File: src/rtl/hnht_pkg.sv
package hnht_pkg;

  localparam int unsigned SLOTS_DEF = 16;
  localparam int unsigned WAYS_DEF  = 4;
  localparam int unsigned NODE_W    = 8;
  // Every key value, so the slot table covers all of them
  localparam int unsigned NODE_CNT  = 1 << NODE_W;

  typedef logic [NODE_W-1:0] node_t;

  typedef enum logic {
    OP_LOOKUP = 1'b0,
    OP_SET    = 1'b1
  } opcode_e;

  typedef enum logic {
    ST_OK   = 1'b0,
    ST_FULL = 1'b1
  } status_e;

  // One way of a slot row
  typedef struct packed {
    logic  valid;
    node_t dest;
    node_t nh;
  } entry_t;

  // Summary of the way compare for one slot row
  typedef struct packed {
    logic  hit;
    logic  has_free;
    node_t hit_nh;
  } match_t;

endpackage

File: src/rtl/hnht_match.sv
module hnht_match #(
  parameter int unsigned WAYS = hnht_pkg::WAYS_DEF
) (
  input  hnht_pkg::entry_t [WAYS-1:0] row_i,
  input  hnht_pkg::node_t             dest_i,
  output hnht_pkg::match_t            match_o,
  output logic [WAYS-1:0]             hit_oh_o,
  output logic [WAYS-1:0]             free_oh_o
);

  // Walk from the top way down so the lowest matching way wins
  always_comb begin
    match_o   = '0;
    hit_oh_o  = '0;
    free_oh_o = '0;
    for (int w = WAYS - 1; w >= 0; w--) begin
      if (row_i[w].valid) begin
        if (row_i[w].dest == dest_i) begin
          match_o.hit    = 1'b1;
          match_o.hit_nh = row_i[w].nh;
          hit_oh_o       = WAYS'(1) << w;
        end
      end else begin
        match_o.has_free = 1'b1;
        free_oh_o        = WAYS'(1) << w;
      end
    end
  end

endmodule

File: src/rtl/hashed_next_hop_table.sv
// Next-hop routing table, kept as a set-associative hash of SLOTS rows with
// WAYS ways each. The slot is the destination node modulo SLOTS.
//
// Command channel: a beat (opcode_i, dest_node_i, next_hop_in_i) is taken at
// a rising edge with start high and busy low. A lookup returns found_o and
// the stored next hop; a set rewrites an existing entry or fills the lowest
// free way of the slot, and reports status_o = full when no way is free.
//
// Result channel: done_o marks one result beat for exactly one cycle. Once a
// beat is taken its row is read into rdata_q, and the work state then loads
// the result registers from the way compare; the receiver cannot stall them.
//
// Each beat reads its slot row, then compares the ways and writes the row
// back; no new beat is taken until the last is through. The slot row sits in
// a single-port synchronous memory. busy stays high over the write-back, so
// no two beats touch a row at once and no forwarding path is needed.
//
// Reset: a clearing pass walks the memory one row per cycle over all SLOTS
// rows, with busy held high; the table is empty once busy falls.
module hashed_next_hop_table #(
  parameter int unsigned SLOTS = hnht_pkg::SLOTS_DEF,
  parameter int unsigned WAYS  = hnht_pkg::WAYS_DEF
) (
  input  logic                  clk_i,
  input  logic                  rst_ni,
  input  logic                  start,
  output logic                  busy,
  input  logic                  opcode_i,
  input  hnht_pkg::node_t       dest_node_i,
  input  hnht_pkg::node_t       next_hop_in_i,
  output logic                  done_o,
  output logic                  found_o,
  output hnht_pkg::node_t       next_hop_o,
  output logic                  status_o
);

  localparam int unsigned SlotW = (SLOTS > 1) ? $clog2(SLOTS) : 1;

  typedef enum logic [1:0] {
    S_CLEAR,
    S_IDLE,
    S_WORK
  } state_e;

  state_e state_q;
  logic [SlotW-1:0] clr_q;

  // Slot of every possible key, worked out at elaboration
  logic [SlotW-1:0] slot_tab [hnht_pkg::NODE_CNT];
  for (genvar k = 0; k < hnht_pkg::NODE_CNT; k++) begin : g_slot
    assign slot_tab[k] = SlotW'(k % SLOTS);
  end

  logic             accept;
  logic [SlotW-1:0] slot;

  assign busy   = (state_q != S_IDLE);
  assign accept = start && !busy;
  assign slot   = slot_tab[dest_node_i];

  // Held copy of the beat in flight
  logic             op_q;
  hnht_pkg::node_t  dest_q;
  hnht_pkg::node_t  nh_q;
  logic [SlotW-1:0] slot_q;

  always_ff @(posedge clk_i) begin
    if (accept) begin
      op_q   <= opcode_i;
      dest_q <= dest_node_i;
      nh_q   <= next_hop_in_i;
      slot_q <= slot;
    end
  end

  // Row memory and its registered read port
  hnht_pkg::entry_t [WAYS-1:0] row_mem [SLOTS];
  hnht_pkg::entry_t [WAYS-1:0] rdata_q;
  hnht_pkg::entry_t [WAYS-1:0] row_wr;
  logic                        wr_en;

  always_ff @(posedge clk_i) begin
    if (state_q == S_CLEAR) begin
      row_mem[clr_q] <= '0;
    end else if (state_q == S_WORK && wr_en) begin
      row_mem[slot_q] <= row_wr;
    end
    if (accept) begin
      rdata_q <= row_mem[slot];
    end
  end

  hnht_pkg::match_t match;
  logic [WAYS-1:0]  hit_oh;
  logic [WAYS-1:0]  free_oh;

  hnht_match #(
    .WAYS (WAYS)
  ) u_match (
    .row_i     (rdata_q),
    .dest_i    (dest_q),
    .match_o   (match),
    .hit_oh_o  (hit_oh),
    .free_oh_o (free_oh)
  );

  logic is_set;
  assign is_set = (op_q == hnht_pkg::OP_SET);

  // Modify the row: rewrite the hit way, or claim the lowest free way
  always_comb begin
    row_wr = rdata_q;
    for (int w = 0; w < WAYS; w++) begin
      if (is_set && match.hit && hit_oh[w]) begin
        row_wr[w].nh = nh_q;
      end else if (is_set && !match.hit && free_oh[w]) begin
        row_wr[w].valid = 1'b1;
        row_wr[w].dest  = dest_q;
        row_wr[w].nh    = nh_q;
      end
    end
  end

  assign wr_en = is_set && (match.hit || match.has_free);

  // Sequencer: clear pass, then one beat at a time
  always_ff @(posedge clk_i or negedge rst_ni) begin
    if (!rst_ni) begin
      state_q    <= S_CLEAR;
      clr_q      <= '0;
      done_o     <= 1'b0;
      found_o    <= 1'b0;
      next_hop_o <= '0;
      status_o   <= hnht_pkg::ST_OK;
    end else begin
      done_o <= 1'b0;
      case (state_q)
        S_CLEAR: begin
          clr_q <= clr_q + SlotW'(1);
          if (clr_q == SlotW'(SLOTS - 1)) begin
            state_q <= S_IDLE;
          end
        end
        S_IDLE: begin
          if (accept) begin
            state_q <= S_WORK;
          end
        end
        S_WORK: begin
          // Drive the result beat; a set never reports a next hop
          done_o     <= 1'b1;
          found_o    <= match.hit;
          next_hop_o <= (!is_set && match.hit) ? match.hit_nh : '0;
          status_o   <= (is_set && !match.hit && !match.has_free) ?
                        hnht_pkg::ST_FULL : hnht_pkg::ST_OK;
          state_q    <= S_IDLE;
        end
        default: begin
          state_q <= S_IDLE;
        end
      endcase
    end
  end

endmodule

File: config.mk
export PLATFORM = sky130hd
export DESIGN_NAME = hashed_next_hop_table
export DESIGN_NICKNAME = d
export VERILOG_FILES = /design/src/rtl/hnht_pkg.sv /design/src/rtl/hnht_match.sv /design/src/rtl/hashed_next_hop_table.sv
export SDC_FILE = /design/constraint.sdc
export NUM_CORES = 1
export LEC_CHECK = 0
export BUFFER_PORTS_ARGS = -buffer_cell sky130_fd_sc_hd__buf_4
export CAP_MARGIN = 20
export CORE_ASPECT_RATIO = 0.7
export CORE_MARGIN = 10
export CORE_UTILIZATION = 45
export DETAILED_ROUTE_END_ITERATION = 8
export PLACE_DENSITY_LB_ADDON = 0.25
export SYNTH_ARGS = -nofsm -noshare
export SYNTH_HDL_FRONTEND = slang
export SYNTH_HIERARCHICAL = 1
export SYNTH_SLANG_ARGS = --single-unit
File: constraint.sdc
create_clock -name clk_i -period 9.35 [get_ports clk_i]
set_input_delay 0.4675 -clock clk_i [delete_from_list [all_inputs] [get_ports clk_i]]
set_output_delay 0.4675 -clock clk_i [all_outputs]
set_load 0.005 [all_outputs]
==> results.cfg <==
[pwr]
total_power_mw = 13.1
leakage_nw = 16.6
ir_drop_v = 0.000174
p_per_area_nw_per_um2 = 253

[floorplanning]
die_h_um = 287
ios = 32
rows = 97
die_width_um = 401
core-area_um2 = 100000
die_area_um2 = 115000
start_util_pct = 45.5

[global_routing]
grt_pass1_vias = 22900
grt_pass1_wl_um = 165000
antenna_found_initial = 3
grt_start_max_net_pins = 82
grt_usage_pct = 19.8
grt_overflow_total = 0

[worst_setup_path]
crit_required_ns = 9.68
rr_worst_depth = 10
r2r_slack_ns = 3.94
worst-setup-path-type = flip-flop to flip-flop
crit_arrival_ns = 5.74
critPathCaptureType = flip-flop
r2r_start = dest_q[0]
r2r-end = row_mem[4][0]
start_kind = flip-flop
critical_path_peak_fanout = 39

[synthesis]
netlist_area_um2 = 45800
synth_fa_ha_area_share_pct = 0.0273
synth_area_leader_cell = edfxtp_1
synth_cells = 2117
synth_compound_area_share_pct = 3.78
ys_types = 45
yosysWarnings = 6
ys_seq_area_share_pct = 77.9
synth_common_cells = edfxtp_1 (1,173), mux4_2 (272), a22oi_1 (136)
ys_ff_latch = 1190
synth_top_family_by_area = multiplexers
syn_nets = 2138
postSynthAreaPerCell_um2 = 21.6
synth-xor-area-share_pct = 0.670
synth_most_common_cell = edfxtp_1
synth.area.mux_share_pct = 14.3
ys_async_sr_fraction_pct = 1.43
ys.flop_type = edfxtp_1
synth.top_cells.by_area = edfxtp_1 (77%), mux4_2 (13%), a22oi_1 (2.2%), dfrtp_1 (0.93%), mux2i_1 (0.79%)
synth-simple-area-share_pct = 2.05
synth_edf_count = 1173
yosys.area.top_type_share_pct = 77.0

[timing]
final_hold_viol_count = 0
rsz0062_at_grt = false
setup_viol = 0
worst_pin_slew_ns = 1.07
slew_violations = 0
fin_crit_sh_pct = 57.9
period_needed_ns = 5.41
slew_headroom_pct = 28.4
finalSetupTns_ns = 0
fmax_ghz = 0.185
fin_skew_ns = 0.0243

[placed_design]
portBuffers = 31
hpwl_um = 59100
gp_congestion = 0.797

[cts]
cts_buffers = 108
cts.path.max_buffers = 3
cts_root_buf = clkbuf_16
cts_tree = done
cts_sinks = 1190
clk_latency_ns = 0.72
cts_max_level = 3
clkSlewWorstSetupHoldPaths_ns = 0.07

[final_layout]
drive_above_1_share_pct = 24.6
diodes = 0
fin_nets = 2247
area_delta_synth_final_pct = 12.8

[routing]
vias_per_cell = 6.14
drc_errors = 0
drtAntennaViolNets = 0
wl_per_cell_um = 31.3
vias = 22400
wl_um = 114000
firstDrtPassIters = 5
drt-initial-drc-count = 2579

[hold_path]
hp-class = primary input to flip-flop
hold_end = dest_q[2]
hp-start = dest_node_i[2]
holdPathStages = 1

[outcome]
outcome = completed

[job]
cap_violations = 0
placed cells by master (no fill, tap or decap), drive strengths merged, types with 2 or more instances in the layout:
| master | instances |
|---|---|
| edfxtp | 1173 |
| nand2b | 6 |
| inv | 15 |
| nand4b | 2 |
| nand4 | 8 |
| a221oi | 8 |
| bufinv | 11 |
| mux2i | 36 |
| clkbuf | 136 |
| a22oi | 136 |
| a21oi | 37 |
| xnor2 | 20 |
| o32ai | 4 |
| xor2 | 15 |
| o22ai | 19 |
| mux2 | 6 |
| mux4 | 272 |
| nor3 | 5 |
| dfrtp | 17 |
| or2 | 4 |
| o21ai | 33 |
| nor2 | 49 |
| a22o | 8 |
| nand3 | 36 |
| nor4 | 2 |
| nand3b | 7 |
| clkinvlp | 3 |
| nor3b | 2 |
| dlygate4sd3 | 14 |
| clkinv | 48 |
| nor2b | 2 |
| nand2 | 77 |
| buf | 100 |
worst max-delay path, cell delays in order, from the launching register on:
cell and delay, ns:
edfxtp_1 0.91, xnor2_1 0.21, nand2_1 0.09, nor3_2 0.87
inv_1 0.15, nand4_1 0.54, or2_2 0.29, nand4b_1 0.39
o22ai_4 0.22, buf_4 0.55, buf_4 0.75
per-stage QoR:
stage | utilization, % | setup WS [ns] | std cells | area (µm²) | hold WS [ns]
after CTS | 51.2 | 3.98 | 3642 | 51500 | 0.0346
after global routing | 51.4 | 3.67 | 3654 | 51600 | 0.0481
after detailed placement | 47.7 | 4.00 | 3426 | 47900 | 0.371
after global placement | 47.6 | 4.01 | 3425 | 47900 | 0.367
after floorplan | - | 1.54 | 2117 | 45800 | 0.172
final | 51.4 | 3.94 | 3654 | 51600 | 0.0747
cell families after synthesis:
family          after synthesis
flops                      1190
mux                         314
compound gates              247
simple gates                204
buf+inv                     126
xor+xnor                     35
fa+ha+maj                     1
where the power goes:
part	switching [mW]	total [mW]	internal (mW)
sequential	0.232	7.00	6.77
clock	1.93	4.38	2.45
combinational	1.20	1.70	0.500
flip-flops by register name, indices dropped and copies added (netlist names), 2 cells and up:
register,cells
row_mem,1088
rdata_q,68
dest_q,8
next_hop_o,8
nh_q,8
clr_q,4
state_q,2
per-layer routing:
metal	GRT usage [%]	part of all wire, %
met1	28.2	42
met2	29.7	45
met3	5.73	10
met4	5.50	2.4
met5	0	0.013
worst max-delay path by stage:
stage | startpoint | to | slack, ns
5_1_grt | dest_q[0] | row_mem[4][4] | 3.67
3_5_place_dp | dest_q[0] | row_mem[4][0] | 4.00
6_report | dest_q[0] | row_mem[4][0] | 3.94
4_1_cts | dest_q[0] | row_mem[4][5] | 3.98
2_1_floorplan | dest_q[2] | row_mem[2][0] | 1.54
3_3_place_gp | dest_q[0] | row_mem[8][36] | 4.01
cell type report:
type | instances | area (µm²)
repair buffers | 115 | 961
inverters | 10 | 37.5
clock buffers | 135 | 2830
well taps | 1336 | 1670
flip-flops and latches | 1190 | 35600
clock inverters | 67 | 637
multi-input cells | 801 | 9830
fillers | 7847 | 48900
what timing repair did:
action	4_1_cts	5_1_grt
hold buffers	14	0
endpoints found under the setup margin	0	0
resized for setup	0	0
setup buffers	0	0
hold endpoints to repair	30	0
No activity file was read; power rests on OpenSTA's default activity.
